**config.mk**
```make
export PLATFORM = sky130hd
export DESIGN_NAME = crsi_queue
export DESIGN_NICKNAME = d
export VERILOG_FILES = /design/src/hw/rtl/crsi_pkg.sv /design/src/hw/rtl/crsi_queue.sv
export SDC_FILE = /design/constraint.sdc
export NUM_CORES = 1
export LEC_CHECK = 0
export ABC_AREA = 1
export ABC_CLOCK_PERIOD_IN_PS = 20100
export BUFFER_PORTS_ARGS = -buffer_cell sky130_fd_sc_hd__buf_2
export CAP_MARGIN = 40
export CORE_UTILIZATION = 54
export CTS_CLUSTER_DIAMETER = 80
export DETAILED_ROUTE_END_ITERATION = 12
export PLACE_DENSITY = 0.76
export SYNTH_ARGS = -nofsm -noshare
export SYNTH_HDL_FRONTEND = slang
export SYNTH_SLANG_ARGS = --single-unit
```
**constraint.sdc**
```tcl
create_clock -name clock -period 20.1 [get_ports clock]
set_input_delay 2.01 -clock clock [delete_from_list [all_inputs] [get_ports clock]]
set_output_delay 2.01 -clock clock [all_outputs]
set_load 0.02 [all_outputs]
```
**src/hw/rtl/crsi_pkg.sv**
```systemverilog
// shared types, constants and arithmetic helpers for the catmull-rom interpolator
// no dependencies
package crsi_pkg;

   localparam int COORD_WIDTH = 32;
   localparam int FRAC_BITS = 16;
   localparam int MAX_SAMPLES = 31;
   localparam int CNT_WIDTH = 5;
   localparam int COEF_WIDTH = COORD_WIDTH + 4;
   localparam int ACC_WIDTH = COORD_WIDTH + 6;
   localparam int PROD_WIDTH = ACC_WIDTH + FRAC_BITS + 1;
   localparam int QUEUE_DEPTH = 4;
   localparam logic [CNT_WIDTH-1:0] PPS_RESET = CNT_WIDTH'(10);

   typedef struct packed {
      logic signed [COEF_WIDTH-1:0] ax;
      logic signed [COEF_WIDTH-1:0] bx;
      logic signed [COEF_WIDTH-1:0] cx;
      logic signed [COORD_WIDTH-1:0] p1x;
      logic signed [COEF_WIDTH-1:0] ay;
      logic signed [COEF_WIDTH-1:0] by;
      logic signed [COEF_WIDTH-1:0] cy;
      logic signed [COORD_WIDTH-1:0] p1y;
      logic [COORD_WIDTH-1:0] t1;
      logic signed [COORD_WIDTH:0] dt;
      logic [CNT_WIDTH-1:0] count;
      logic last;
   } job_type;

   typedef struct packed {
      logic [FRAC_BITS:0] quot;
      logic [CNT_WIDTH-1:0] rmd;
      logic [CNT_WIDTH-1:0] n;
   } step_type;

   // round to nearest of v * m / 2^FRAC_BITS
   function automatic logic signed [ACC_WIDTH-1:0] rnd_mul(
      input logic signed [ACC_WIDTH-1:0] v,
      input logic [FRAC_BITS-1:0] m
   );
      logic signed [PROD_WIDTH-1:0] p;
      logic signed [PROD_WIDTH-1:0] mm;
      mm = PROD_WIDTH'($signed({1'b0, m}));
      p = PROD_WIDTH'(v) * mm;
      p = p + (PROD_WIDTH'(1) <<< (FRAC_BITS - 1));
      p = p >>> FRAC_BITS;
      return ACC_WIDTH'(p);
   endfunction

   function automatic logic [COORD_WIDTH-1:0] sat_coord(
      input logic signed [ACC_WIDTH:0] v
   );
      logic signed [ACC_WIDTH:0] hi;
      logic signed [ACC_WIDTH:0] lo;
      hi = $signed((ACC_WIDTH+1)'({1'b0, {(COORD_WIDTH-1){1'b1}}}));
      lo = -hi - (ACC_WIDTH+1)'(1);
      if (v > hi) begin
         return hi[COORD_WIDTH-1:0];
      end else if (v < lo) begin
         return lo[COORD_WIDTH-1:0];
      end
      return v[COORD_WIDTH-1:0];
   endfunction

endpackage

```
**src/hw/rtl/crsi_queue.sv**
```systemverilog
// short job queue between front and back
// depends on crsi_pkg
module crsi_queue (
   input  logic              clock,
   input  logic              reset,
   input  logic              push_valid,
   output logic              push_ready,
   input  crsi_pkg::job_type push_job,
   output logic              pop_valid,
   input  logic              pop_ready,
   output crsi_pkg::job_type pop_job
);

   localparam int AW = $clog2(crsi_pkg::QUEUE_DEPTH);

   crsi_pkg::job_type slot_ff [crsi_pkg::QUEUE_DEPTH];
   logic [AW-1:0] wr_ff, wr_in, rd_ff, rd_in;
   logic [AW:0] fill_ff, fill_in;
   logic do_push, do_pop;

   assign push_ready = (fill_ff != (AW+1)'(crsi_pkg::QUEUE_DEPTH));
   assign pop_valid = (fill_ff != '0);
   assign pop_job = slot_ff[rd_ff];
   assign do_push = push_valid && push_ready;
   assign do_pop = pop_valid && pop_ready;

   always_comb begin
      wr_in = do_push ? AW'(wr_ff + AW'(1)) : wr_ff;
      rd_in = do_pop ? AW'(rd_ff + AW'(1)) : rd_ff;
      fill_in = fill_ff;
      if (do_push && !do_pop) begin
         fill_in = fill_ff + (AW+1)'(1);
      end else if (do_pop && !do_push) begin
         fill_in = fill_ff - (AW+1)'(1);
      end
   end

   always_ff @(posedge clock) begin
      if (reset) begin
         wr_ff <= '0;
         rd_ff <= '0;
         fill_ff <= '0;
      end else begin
         wr_ff <= wr_in;
         rd_ff <= rd_in;
         fill_ff <= fill_in;
      end
   end

   always_ff @(posedge clock) begin
      if (do_push) begin
         slot_ff[wr_ff] <= push_job;
      end
   end

endmodule

```
# Word level (Yosys, flattened, before mapping)
# Memory sizes are Yosys's and may differ from the RTL's. A register that Yosys moved wholly into a read port is not among the register bits.
# Cells that the tools add are included.
# word_totals
n_memories	1
ramBits	1404
regBits	7
# classes
add_sub_neg	4
n_mux	6
n_eq_ne	1
reduce_logical	8
# memory_table
memory	depth	width	read_ports	rd_ports_with_merged_regs	write_ports	line	text
slot_ff	4	351	1	1	1	crsi_queue.sv:16	crsi_pkg::job_type slot_ff [crsi_pkg::QUEUE_DEPTH];
# op_table
op	count
3-bit 2-to-1 mux	2
2-bit by 1-bit adder with 2-bit output (second input constant)	2
1-bit logical AND	4
2-bit 2-to-1 mux	2
3-bit by 1-bit adder with 3-bit output (second input constant)	1
3-bit != test (second input constant)	1
3-bit nonzero test	1
3-bit by 1-bit subtractor with 3-bit output (second input constant)	1
1-bit zero test	2
1-bit 2-to-1 mux	2
2-bit nonzero test	1

# Longest topological paths before layout
# depth
depth_word	6
mapped_depth	13

# Worst setup path before layout
# OpenSTA, ideal clock, no wires.
# synth_path
kind	input port to flip-flop
startpoint	input port push_valid
endpoint	memory slot_ff[0][0] in the netlist's numbering (enable)
setup_ps	1073
path_stages	2
arrival_time_ps	16653
slack_ps	2374
path_cell_list	nand2_1 nor2_1
# synth_between
elab_chain_cells	3
# synth_rtl
item	line	text
from (decl)	crsi_queue.sv:6	input logic push_valid,
1-bit logical AND	crsi_queue.sv:24	assign do_push = push_valid && push_ready;
1-bit 2-to-1 mux	crsi_queue.sv:51	if (do_push) begin
1-bit 2-to-1 mux (implied by the code)	crsi_queue.sv:52	slot_ff[wr_ff] <= push_job;
to (decl)	crsi_queue.sv:16	
# No other way between the ends.

==> flow_summary.ini <==
[sta]
rsz0062_at_grt = false
setup_viol = 0
setup-tns-final_ns = 0
fmax_mhz = 139
period_needed_ns = 7.19
period_share_pct = 35.8
clock-skew-final_ns = 0.0220
hold_viol = 0
tightest_slew_ns = 1.13
slew-limit-headroom_pct = 24.8
slew_violations = 0

[clock_tree]
cts.clk_slew.worst_paths_ns = 0.06
cts.sinks = 1413
clockRootBuffer = clkbuf_16
htree_num_levels = 4
insertion_delay_ns = 0.75
cts_made_buffers = 140
cts_tree = built
postCtsSetupBuffers = 0
clockBufferDepth = 3
cts_resized = 0
ctsHoldBuffers = 0

[status]
status = complete, no violations

[critical_path]
r2r_cells = 9
cp_max_fo = 151
r2r_start = fill_ff[0]
cp.required_ns = 18.09
crit_path_end_kind = primary output
r2r-end = slot_ff[0][198]
arrival_ns = 5.18
critPathKind = flip-flop to primary output
rrSetupSlack_ns = 15.86
cp-start-kind = flip-flop

[yosys]
synth_ff_type = edfxtp_1
avgSynthCellArea_sq_um = 15.1
synthesis.area_sq_mm = 0.0521
synth-seq-area-share_pct = 81.2
synthCells = 3461
ys_types = 18
ys_ff_latch = 1413
ys_async_sr_fraction_pct = 0
synth_edf_count = 1404
syn_nets = 3822
synth_warnings = 0

[routing]
drt_iter0_markers = 3193
via_per_inst = 5.82
ant_nets = 0
wl_per_cell_um = 22.2
drc = 0
vias = 32200
first_pass_iters = 5
wl_mm = 123

[grt]
grt_pass1_wl_mm = 182
grt_pass1_vias = 30900
gr-total-overflow = 0
grt_antenna_before_repair = 49
grtUsageTotal_pct = 24.4
grt_max_degree = 152

[floorplanning]
io_pins = 708
dieWidth_um = 313
initial_core_util_pct = 54.7
core_area_sq_mm = 0.0953
die_h_um = 313
num_rows = 113
dieArea_sq_mm = 0.0978

[hold_path]
hp-class = flip-flop to flip-flop
worstHoldPathCells = 2
min-delay-start = rd_ff[1]

[finish]
drive_gt1_share_pct = 22.5
syn_to_final_growth_pct = 17.8
final_common_cell = edfxtp_1
final_cell_area_sq_mm = 0.0614
final_cell_mix = edfxtp_1, nor2_1, buf_2, o21ai_0, o22ai_1
fin_util_pct = 64.4
final_nets = 4491

[placed_design]
placed_area_sq_mm = 0.0569
portBuffers = 707
hpwl_mm = 72.0
gp_congestion = 0.819

[pwr]
powerDensity_mw_per_mm2 = 135
peakVddDrop_mv = 0.127
leakage_nw = 21.3

[job]
max_cap_violations = 0
==> critical path, stage by stage (launching register included) <==
cell,delay (ns)
dfxtp_4,0.56
inv_8,0.66
buf_4,0.85
buf_4,0.85
buf_4,0.38
buf_16,0.34
o21ai_0,0.15
o22ai_1,0.20
buf_2,0.21
==> through the flow <==
step	power [mW]	setup WS, ns	hold slack (ns)	std cells
after floorplan	5.21	2.37	0.459	3461
after global placement	5.75	13.60	0.480	5238
after detailed placement	5.83	13.72	0.494	5253
after CTS	8.32	12.92	0.504	5503
after global routing	8.60	12.54	0.527	5534
final	8.29	12.91	0.497	5542
==> power breakdown <==
group	internal (mW)	total [mW]	leakage, nW	switching, mW
combinational	0.567	2.12	6.17	1.56
sequential	3.58	3.67	12.9	0.0851
clock	1.43	2.50	2.15	1.07
==> registers in the layout (all words and copies together), names as in the netlist, named ones only <==
name / flops
slot_ff: 1404
fill_ff: 3
rd_ff: 2
wr_ff: 2
==> worst max-delay path by stage <==
stage | endpoint | slack (ns) | startpoint
6_report | pop_job[244] | 12.91 | flip-flop
5_1_grt | pop_job[205] | 12.54 | flip-flop
4_1_cts | pop_job[244] | 12.92 | flip-flop
3_5_place_dp | pop_job[244] | 13.72 | flip-flop
3_3_place_gp | pop_job[244] | 13.60 | flip-flop
2_1_floorplan | slot_ff[0][0] | 2.37 | push_valid
==> kinds of logic (layout without fill, tap and decap cells) <==
logic type,after synthesis,after routing,share of synthesized area (%)
flip-flops,1413,1413,81.2
AO/OA/AOI/OAI,1057,1057,11.0
AND/OR/NAND/NOR,736,736,5.32
buffers and inverters,248,1025,2.30
adder cells (fa/ha/maj),6,6,0.158
XOR/XNOR,1,1,0.0168
other,0,39,0
==> cell usage after synthesis, types with 4 or more instances <==
cell         n  area (sq um)
buf_2       55           275
buf_4       21           158
buf_6       16           180
clkbuf_1   140           526
dfxtp_1      9           180
edfxtp_1  1404         42200
ha_1         5          62.6
inv_1       14          52.6
nand2_1     15          56.3
nand3_1      4          20.0
nor2_1     716          2690
o21ai_0    703          3520
o22ai_1    351          2200
==> routing by layer <==
metal | GRT usage [%] | part of all wire (%) | vias to the layer above
met5 | 0 | 0.13 | -
met4 | 11.0 | 3.9 | 26
met3 | 6.44 | 8.3 | 258
met2 | 40.6 | 51 | 1416
met1 | 29.9 | 37 | 16000
li1 | - | - | 14500
==> cell type report <==
type	count	area (sq um)
clock buffer	171	3750
sequential	1413	42300
timing repair buffer	759	4250
fill	6466	33900
inverter	16	75.1
antenna	39	97.6
clock inverter	79	679
tap	1265	1580
multi-input combinational	1800	8620
Power figures use the tool's default switching activity.
