### src/hw/rtl/crsi_pkg.sv
// shared types, constants and arithmetic helpers for the catmull-rom interpolator
// no dependencies
package crsi_pkg;

   localparam int COORD_WIDTH = 32;
   localparam int FRAC_BITS = 16;
   localparam int MAX_SAMPLES = 31;
   localparam int CNT_WIDTH = 5;
   localparam int COEF_WIDTH = COORD_WIDTH + 4;
   localparam int ACC_WIDTH = COORD_WIDTH + 6;
   localparam int PROD_WIDTH = ACC_WIDTH + FRAC_BITS + 1;
   localparam int QUEUE_DEPTH = 4;
   localparam logic [CNT_WIDTH-1:0] PPS_RESET = CNT_WIDTH'(10);

   typedef struct packed {
      logic signed [COEF_WIDTH-1:0] ax;
      logic signed [COEF_WIDTH-1:0] bx;
      logic signed [COEF_WIDTH-1:0] cx;
      logic signed [COORD_WIDTH-1:0] p1x;
      logic signed [COEF_WIDTH-1:0] ay;
      logic signed [COEF_WIDTH-1:0] by;
      logic signed [COEF_WIDTH-1:0] cy;
      logic signed [COORD_WIDTH-1:0] p1y;
      logic [COORD_WIDTH-1:0] t1;
      logic signed [COORD_WIDTH:0] dt;
      logic [CNT_WIDTH-1:0] count;
      logic last;
   } job_type;

   typedef struct packed {
      logic [FRAC_BITS:0] quot;
      logic [CNT_WIDTH-1:0] rmd;
      logic [CNT_WIDTH-1:0] n;
   } step_type;

   // round to nearest of v * m / 2^FRAC_BITS
   function automatic logic signed [ACC_WIDTH-1:0] rnd_mul(
      input logic signed [ACC_WIDTH-1:0] v,
      input logic [FRAC_BITS-1:0] m
   );
      logic signed [PROD_WIDTH-1:0] p;
      logic signed [PROD_WIDTH-1:0] mm;
      mm = PROD_WIDTH'($signed({1'b0, m}));
      p = PROD_WIDTH'(v) * mm;
      p = p + (PROD_WIDTH'(1) <<< (FRAC_BITS - 1));
      p = p >>> FRAC_BITS;
      return ACC_WIDTH'(p);
   endfunction

   function automatic logic [COORD_WIDTH-1:0] sat_coord(
      input logic signed [ACC_WIDTH:0] v
   );
      logic signed [ACC_WIDTH:0] hi;
      logic signed [ACC_WIDTH:0] lo;
      hi = $signed((ACC_WIDTH+1)'({1'b0, {(COORD_WIDTH-1){1'b1}}}));
      lo = -hi - (ACC_WIDTH+1)'(1);
      if (v > hi) begin
         return hi[COORD_WIDTH-1:0];
      end else if (v < lo) begin
         return lo[COORD_WIDTH-1:0];
      end
      return v[COORD_WIDTH-1:0];
   endfunction

endpackage

### src/hw/rtl/crsi_front.sv
// front end: accepts waypoints, keeps history, builds segment jobs, holds the sample step
// depends on crsi_pkg
module crsi_front (
   input  logic                                clock,
   input  logic                                reset,
   input  logic                                csr_we,
   input  logic [crsi_pkg::CNT_WIDTH-1:0]      csr_wdata,
   input  logic                                in_valid,
   output logic                                in_ready,
   input  logic [crsi_pkg::COORD_WIDTH-1:0]    in_x,
   input  logic [crsi_pkg::COORD_WIDTH-1:0]    in_y,
   input  logic [crsi_pkg::COORD_WIDTH-1:0]    in_t,
   input  logic                                in_last,
   output logic                                job_valid,
   input  logic                                job_ready,
   output crsi_pkg::job_type                   job,
   output crsi_pkg::step_type                  step
);

   localparam int CW = crsi_pkg::COORD_WIDTH;
   localparam int KW = crsi_pkg::COEF_WIDTH;
   localparam int NW = crsi_pkg::CNT_WIDTH;
   localparam int F = crsi_pkg::FRAC_BITS;
   localparam int DCW = $clog2(F + 1);

   localparam logic S_IDLE = 1'b0;
   localparam logic S_ISSUE = 1'b1;

   logic state_ff, state_in;
   logic [NW-1:0] pps_ff, n_eff;
   logic signed [CW-1:0] hx_ff [3];
   logic signed [CW-1:0] hy_ff [3];
   logic [CW-1:0] ht_ff [3];
   logic [1:0] seen_ff;
   logic signed [CW-1:0] nx_ff, ny_ff;
   logic [CW-1:0] nt_ff;
   logic nlast_ff;
   logic [2:0] pend_ff, pend_in, pend_new;
   logic accept, push, hist_upd;

   logic busy_ff;
   logic [DCW-1:0] dcnt_ff;
   logic [NW-1:0] drem_ff;
   logic [F:0] dquot_ff;
   logic [NW:0] dsh, ddiff;

   logic signed [CW-1:0] p0x, p1x, p2x, p3x, p0y, p1y, p2y, p3y;
   logic [CW-1:0] t1, t2;
   logic [2:0] cur;

   assign n_eff = (pps_ff > NW'(crsi_pkg::MAX_SAMPLES)) ? NW'(crsi_pkg::MAX_SAMPLES) : pps_ff;
   assign in_ready = (state_ff == S_IDLE) && !busy_ff;
   assign accept = in_valid && in_ready;

   // sample step: 2^F / n by restoring division
   assign dsh = {drem_ff, (dcnt_ff == DCW'(F))};
   assign ddiff = dsh - {1'b0, n_eff};

   always_ff @(posedge clock) begin
      if (reset) begin
         pps_ff <= crsi_pkg::PPS_RESET;
         busy_ff <= 1'b1;
         dcnt_ff <= DCW'(F);
         drem_ff <= '0;
         dquot_ff <= '0;
      end else if (csr_we) begin
         pps_ff <= csr_wdata;
         busy_ff <= 1'b1;
         dcnt_ff <= DCW'(F);
         drem_ff <= '0;
         dquot_ff <= '0;
      end else if (busy_ff) begin
         if (dsh >= {1'b0, n_eff}) begin
            drem_ff <= ddiff[NW-1:0];
            dquot_ff <= {dquot_ff[F-1:0], 1'b1};
         end else begin
            drem_ff <= dsh[NW-1:0];
            dquot_ff <= {dquot_ff[F-1:0], 1'b0};
         end
         if (dcnt_ff == '0) begin
            busy_ff <= 1'b0;
         end else begin
            dcnt_ff <= dcnt_ff - DCW'(1);
         end
      end
   end

   assign step.quot = dquot_ff;
   assign step.rmd = drem_ff;
   assign step.n = n_eff;

   // jobs: bit 0 previous segment, bit 1 final segment, bit 2 echo
   always_comb begin
      pend_new[0] = (seen_ff >= 2'd2) && (n_eff != '0);
      pend_new[1] = in_last && (seen_ff != 2'd0) && (n_eff != '0);
      pend_new[2] = in_last;
   end

   always_comb begin
      if (pend_ff[0]) begin
         cur = 3'b001;
      end else if (pend_ff[1]) begin
         cur = 3'b010;
      end else begin
         cur = 3'b100;
      end
   end

   always_comb begin
      p0x = nx_ff; p1x = nx_ff; p2x = nx_ff; p3x = nx_ff;
      p0y = ny_ff; p1y = ny_ff; p2y = ny_ff; p3y = ny_ff;
      t1 = nt_ff; t2 = nt_ff;
      if (cur[0]) begin
         p0x = (seen_ff == 2'd3) ? hx_ff[0] : hx_ff[1];
         p0y = (seen_ff == 2'd3) ? hy_ff[0] : hy_ff[1];
         p1x = hx_ff[1]; p1y = hy_ff[1];
         p2x = hx_ff[2]; p2y = hy_ff[2];
         t1 = ht_ff[1]; t2 = ht_ff[2];
      end else if (cur[1]) begin
         p0x = (seen_ff >= 2'd2) ? hx_ff[1] : hx_ff[2];
         p0y = (seen_ff >= 2'd2) ? hy_ff[1] : hy_ff[2];
         p1x = hx_ff[2]; p1y = hy_ff[2];
         t1 = ht_ff[2];
      end
   end

   always_comb begin
      job.ax = KW'(p2x) - KW'(p0x);
      job.bx = (KW'(p0x) <<< 1) - KW'(p1x) * KW'(5) + (KW'(p2x) <<< 2) - KW'(p3x);
      job.cx = KW'(p1x) * KW'(3) - KW'(p0x) - KW'(p2x) * KW'(3) + KW'(p3x);
      job.p1x = p1x;
      job.ay = KW'(p2y) - KW'(p0y);
      job.by = (KW'(p0y) <<< 1) - KW'(p1y) * KW'(5) + (KW'(p2y) <<< 2) - KW'(p3y);
      job.cy = KW'(p1y) * KW'(3) - KW'(p0y) - KW'(p2y) * KW'(3) + KW'(p3y);
      job.p1y = p1y;
      job.t1 = t1;
      job.dt = $signed({1'b0, t2}) - $signed({1'b0, t1});
      job.count = cur[2] ? NW'(1) : n_eff;
      job.last = ((pend_ff & ~cur) == 3'b000);
   end

   assign job_valid = (state_ff == S_ISSUE);
   assign push = job_valid && job_ready;
   assign pend_in = pend_ff & ~cur;
   assign hist_upd = (accept && (pend_new == 3'b000)) || (push && (pend_in == 3'b000));

   always_comb begin
      state_in = state_ff;
      unique case (state_ff)
         S_IDLE: begin
            if (accept && (pend_new != 3'b000)) begin
               state_in = S_ISSUE;
            end
         end
         S_ISSUE: begin
            if (push && (pend_in == 3'b000)) begin
               state_in = S_IDLE;
            end
         end
         default: state_in = S_IDLE;
      endcase
   end

   always_ff @(posedge clock) begin
      if (reset) begin
         state_ff <= S_IDLE;
         pend_ff <= '0;
      end else begin
         state_ff <= state_in;
         if (accept) begin
            pend_ff <= pend_new;
         end else if (push) begin
            pend_ff <= pend_in;
         end
      end
   end

   always_ff @(posedge clock) begin
      if (accept) begin
         nx_ff <= $signed(in_x);
         ny_ff <= $signed(in_y);
         nt_ff <= in_t;
         nlast_ff <= in_last;
      end
   end

   // history update uses the held waypoint, or the incoming one when no job is due
   always_ff @(posedge clock) begin
      if (reset) begin
         seen_ff <= '0;
         for (int i = 0; i < 3; i++) begin
            hx_ff[i] <= '0;
            hy_ff[i] <= '0;
            ht_ff[i] <= '0;
         end
      end else if (hist_upd) begin
         if (accept ? in_last : nlast_ff) begin
            seen_ff <= '0;
            for (int i = 0; i < 3; i++) begin
               hx_ff[i] <= '0;
               hy_ff[i] <= '0;
               ht_ff[i] <= '0;
            end
         end else begin
            hx_ff[0] <= hx_ff[1];
            hx_ff[1] <= hx_ff[2];
            hx_ff[2] <= accept ? $signed(in_x) : nx_ff;
            hy_ff[0] <= hy_ff[1];
            hy_ff[1] <= hy_ff[2];
            hy_ff[2] <= accept ? $signed(in_y) : ny_ff;
            ht_ff[0] <= ht_ff[1];
            ht_ff[1] <= ht_ff[2];
            ht_ff[2] <= accept ? in_t : nt_ff;
            if (seen_ff != 2'd3) begin
               seen_ff <= seen_ff + 2'd1;
            end
         end
      end
   end

endmodule

### config.mk
export PLATFORM = sky130hd
export DESIGN_NAME = crsi_front
export DESIGN_NICKNAME = d
export VERILOG_FILES = /design/src/hw/rtl/crsi_pkg.sv /design/src/hw/rtl/crsi_front.sv
export SDC_FILE = /design/constraint.sdc
export NUM_CORES = 2
export LEC_CHECK = 0
export ABC_AREA = 1
export BUFFER_PORTS_ARGS = -buffer_cell sky130_fd_sc_hd__buf_2
export CORE_MARGIN = 3
export CORE_UTILIZATION = 45
export DETAILED_ROUTE_END_ITERATION = 16
export PLACE_DENSITY = 0.64
export SLEW_MARGIN = 25
export SYNTH_ARGS = -nofsm -noshare
export SYNTH_HDL_FRONTEND = slang
export SYNTH_SLANG_ARGS = --single-unit
### constraint.sdc
create_clock -name clock -period 12.7 [get_ports clock]
set_input_delay 1.27 -clock clock [delete_from_list [all_inputs] [get_ports clock]]
set_output_delay 1.27 -clock clock [all_outputs]
set_load 0.005 [all_outputs]
# [Yosys cells after proc, flatten, opt, wreduce, memory -nomap -nowiden]
# Memories as Yosys holds them, arrays and structs flattened.
# Cells that the tools add are included.
# W data, S select, Z words.
[totals] word_cells=153 input_bits=107 ff_bits=136 output_inout_bits=380 ram_bits=288 memories=3
[memory_table] name="ht_ff" depth=3 word_bits=32 read_ports=2 rd_ports_with_merged_regs=0 wr=3 line_no="crsi_front.sv:33" text="logic [CW-1:0] ht_ff [3];"
[memory_table] name="hx_ff" depth=3 word_bits=32 read_ports=3 rd_ports_with_merged_regs=0 wr=3 line_no="crsi_front.sv:31" text="logic signed [CW-1:0] hx_ff [3];"
[memory_table] name="hy_ff" depth=3 word_bits=32 read_ports=3 rd_ports_with_merged_regs=0 wr=3 line_no="crsi_front.sv:32" text="logic signed [CW-1:0] hy_ff [3];"
[op_classes] multipliers=6 magnitude_cmp=3 addsub=18 muxes=64 n_eq_ne=3 bitwise_logic=22 n_reduce_logical=22
[op_table] op="$mux W32" count=38
[op_table] op="$mul A32 B3 Y35 const B" count=4
[op_table] op="$sub A32 B32 Y33" count=3
[op_table] op="$add A36 B32 Y36" count=2
[op_table] op="$add A36 B34 Y36" count=2
[op_table] op="$mul A32 B4 Y36 const B" count=2
[op_table] op="$sub A33 B36 Y36" count=2
[op_table] op="$sub A35 B32 Y36" count=2
[op_table] op="$sub A36 B32 Y36" count=2
[op_table] op="$sub A36 B35 Y36" count=2
[op_table] op="$or A1 B1 Y1" count=18
[op_table] op="$mux W1" count=16
[op_table] op="$mux W5" count=3
[op_table] op="$mux W3" count=4
[op_table] op="$logic_and A1 B1 Y1" count=9
[op_table] op="$ge A6 B5 Y1" count=1
[op_table] op="$logic_not A3 Y1" count=2
[op_table] op="$reduce_bool A2 Y1" count=3
[op_table] op="$eq A5 B5 Y1 const B" count=1
[op_table] op="$gt A5 B5 Y1 const B" count=1
[op_table] op="$logic_not A5 Y1" count=1
[op_table] op="$reduce_bool A5 Y1" count=1
[op_table] op="$sub A5 B1 Y5 const B" count=1
[op_table] op="$sub A5 B5 Y5" count=1
[op_table] op="other kinds (14)" count=17

# [Logic depth before layout (Yosys ltp)]
[depth] ltp_word=12 mapped_depth=31 depth_no_buf=29

# [Worst setup path after synthesis]
# Ideal clock, no wire load.
[synth_timing] path_type="input -> register" from="input in_valid" to="memory ht_ff[1][0] (netlist bit) (enable)" slack_ns=2.854 cell_stages=4 n_path_buf=0 setup_ns=2.600 required_ns=10.100 arrival_time_ns=7.246 cell_sequence="nand2_1 inv_1 nand3_1 nand3_1"
[synth_lines] item="from (decl)" line_no="crsi_front.sv:8" text="input logic in_valid,"
[synth_lines] item="to (decl)" line_no="crsi_front.sv:33"

==> results.tsv <==
metric	value	unit
Final Setup Violations	0	
core area	109000	um2
Setup Buffers After CTS	0	
Initial Util	45.6	%
CTS Buf Count	45	
clk sinks	392	
initial antenna violation count	10	
drc violations	0	
CP Launch Type	flop	
Die X	339	um
DRT antenna net count	0	
CTS HTree Levels	2	
global-route wire length before repair	251000	um
mapped cell area	49900	um2
Max clock buf depth	3	
reg-to-reg startpoint	busy_ff$_SDFF_PP1_	
class of the most critical hold timing path	reg2reg	
Final Critical Period	9.56	ns
buffers added on ports	486	
CTS tree	built	
Setup Skew	0.0235	ns
Final nets	8127	
register area share after synthesis	20.9	%
Area Overhead vs Synth	10.6	%
WP data arrival	8.29	ns
cells on worst reg2reg path	7	
most common cell after layout, fill and taps aside	inv_1	
Max FO, Critical Path	70	
WHS Path Cells	2	
setup slack after layout	3.14	ns
hold path start	dcnt_ff[0]$_SDFFE_PP0P_	
Vias/cell	5.13	
Final Hold Viols	0	
clock root buffer master	clkbuf_16	
commonest cells after routing, fill and taps aside	inv_1 (1733), nand2_1 (1036), nor2_1 (715)	
dpl cell area	53700	um2
Initial DRC Count	3231	
number of synthesis warnings	0	
measured slew at the worst slew-check pin	1.07	ns
f_max	0.105	GHz
die area	115000	um2
Final GP Congestion	0.993	
worst path required time	11.43	ns
GRT Residual Overflow	0	
post-synthesis cell type count	64	
vias in the first global route	43500	
setup slack, reg-to-reg	8.11	ns
GRT Util Overall	27.7	%
routed len/inst	18.8	um
WHS	0.470	ns
num rows	121	
end of the worst register-to-register path	hx_ff[0][89]$_SDFFCE_PN0P_	
number of max-cap violations	0	
total wire length	162000	um
chip height	339	um
Mapped Cells	6719	
pre-CTS setup slack	3.84	ns
Hold Path End	dcnt_ff[0]$_SDFFE_PP0P_	
worst-skew pair later-pin latency	0.59	ns
Period Utilization, post-route	75.3	%
Post-Syn Nets	7725	
hpwl dp	134000	um
clock-pin transition on the worst setup and hold timing paths	0.06	ns
share of post-route cells with drive strength above 1	11.4	%
RSZ-0062 raised after global routing	false	
run status	finished, final reports clean	
Pre-antenna DRT Iters	6	
post-route cell area	55200	um2
number of fillers in the final layout	11100	
fin. max-slew vios	0	
Rel. slew slack	28.7	%
Sum Neg Setup Slack	0	ns
IO Pins	487	
CP Capture Type	output port	
Seq cells post-synth	392	
Post-CTS Resized	0	
pin count of the biggest net entering global routing	88	
Setup Crit Path Kind	reg2out	
hold_buf cts	0	
syn_area_per_cell	7.43	um2
via count	44300	
## routing by layer
layer  vias up  part of all wire (%)  global-route usage (%)
li1      21600                     -                       -
met1     21100                    45                    39.1
met2      1429                    46                    45.2
met3       190                   6.6                    3.28
met4         4                   2.6                    6.83
met5         -                 0.015                       0
## through the flow
stage / util [%] / instances
5_1_grt: 50.4 / 8634
3_3_place_gp: 49.0 / 8547
2_1_floorplan: - / 6719
6_report: 50.4 / 8637
3_5_place_dp: 49.0 / 8549
4_1_cts: 50.4 / 8632
## cell usage after synthesis (all sizes together)
library cell | instances | area share (%)
a211oi | 27 | 0.41
a21boi | 10 | 0.15
a21o | 36 | 0.54
a21oi | 388 | 4.0
a221oi | 28 | 0.61
a31oi | 19 | 0.24
a32oi | 1 | 0.018
and2 | 2 | 0.025
and3 | 1 | 0.013
buf | 83 | 1.0
clkbuf | 85 | 0.64
clkinv | 1 | 0.0075
dfxtp | 136 | 5.5
edfxtp | 256 | 15
fa | 404 | 16
ha | 495 | 12
inv | 1755 | 13
nand2 | 1093 | 8.6
nand3 | 155 | 1.8
nand3b | 4 | 0.075
nand4 | 33 | 0.41
nor2 | 735 | 5.7
nor3 | 77 | 0.93
nor3b | 1 | 0.015
nor4 | 8 | 0.10
nor4b | 1 | 0.018
o2111ai | 6 | 0.11
o211a | 1 | 0.020
o211ai | 17 | 0.26
o21a | 25 | 0.38
o21ai | 414 | 4.2
o21bai | 49 | 0.74
o221a | 6 | 0.14
o221ai | 18 | 0.45
o22ai | 29 | 0.36
o311ai | 1 | 0.018
o31a | 1 | 0.018
o31ai | 6 | 0.090
or2 | 38 | 0.48
xnor2 | 70 | 1.2
xor2 | 204 | 3.6
## how the worst max path moves through the flow
stage | startpoint | to | slack [ns] | depth (start not counted)
finish | pend_ff[0]$_SDFFE_PP0P_ | job[265] | 3.14 | 26
global route | pend_ff[0]$_SDFFE_PP0P_ | job[265] | 2.69 | 26
detailed placement | pend_ff[0]$_SDFFE_PP0P_ | job[265] | 3.84 | 26
global placement | pend_ff[0]$_SDFFE_PP0P_ | job[266] | 3.93 | 26
floorplan | in_valid | ht_ff[1][0]$_SDFFCE_PN0P_ | 2.85 | 4
CTS | pend_ff[0]$_SDFFE_PP0P_ | job[265] | 3.16 | 26
## registers in the layout, indices dropped and copies added (netlist names)
| name | cells |
|---|---|
| busy_ff | 1 |
| dcnt_ff | 5 |
| dquot_ff | 17 |
| drem_ff | 5 |
| ht_ff | 64 |
| hx_ff | 96 |
| hy_ff | 96 |
| job_valid | 1 |
| nlast_ff | 1 |
| nt_ff | 32 |
| nx_ff | 32 |
| ny_ff | 32 |
| pend_ff | 3 |
| pps_ff | 5 |
| seen_ff | 2 |
## worst max-delay path, cell delays in order (launching register included)
cell and delay (ns):
dfxtp_4 0.91, inv_4 0.26, nand2_8 0.30, buf_4 0.63, nor2_1 0.11, nor3_1 0.57
xor2_1 0.17, ha_1 0.20, o21bai_1 0.17, fa_1 0.53, fa_1 0.55, inv_1 0.05
fa_1 0.42, inv_1 0.06, ha_1 0.17, inv_1 0.07, fa_1 0.45, o21ai_0 0.33
nand2_1 0.09, nand3_1 0.25, nand2_1 0.08, nand2_1 0.17, a21boi_0 0.17, o21ai_0 0.31
a21oi_1 0.13, xnor2_1 0.25, buf_2 0.17
## layout make-up
class / instances / area [um2] / share of cell area [%]
diodes: 4 / 10.0 / 0.0181
clock buffers: 58 / 1230 / 2.22
clock inverters: 25 / 270 / 0.490
inverters: 1756 / 6600 / 12.0
multi-input cells: 4403 / 32100 / 58.2
flip-flops and latches: 392 / 10400 / 18.9
well taps: 1476 / 1850 / 3.35
repair buffers: 523 / 2710 / 4.92
## logic make-up after synthesis
kind of cell    after synthesis  synth area share, %
simple gates               2148                 18.1
buf+inv                    1924                 14.9
compound gates             1082                 12.7
fa+ha+maj                   899                 28.6
flops                       392                 20.9
xor+xnor                    274                 4.81
Power is left out: the tool's default activity adds up to more than one toggle a clock period on the data nets, which glitch-free logic cannot reach.
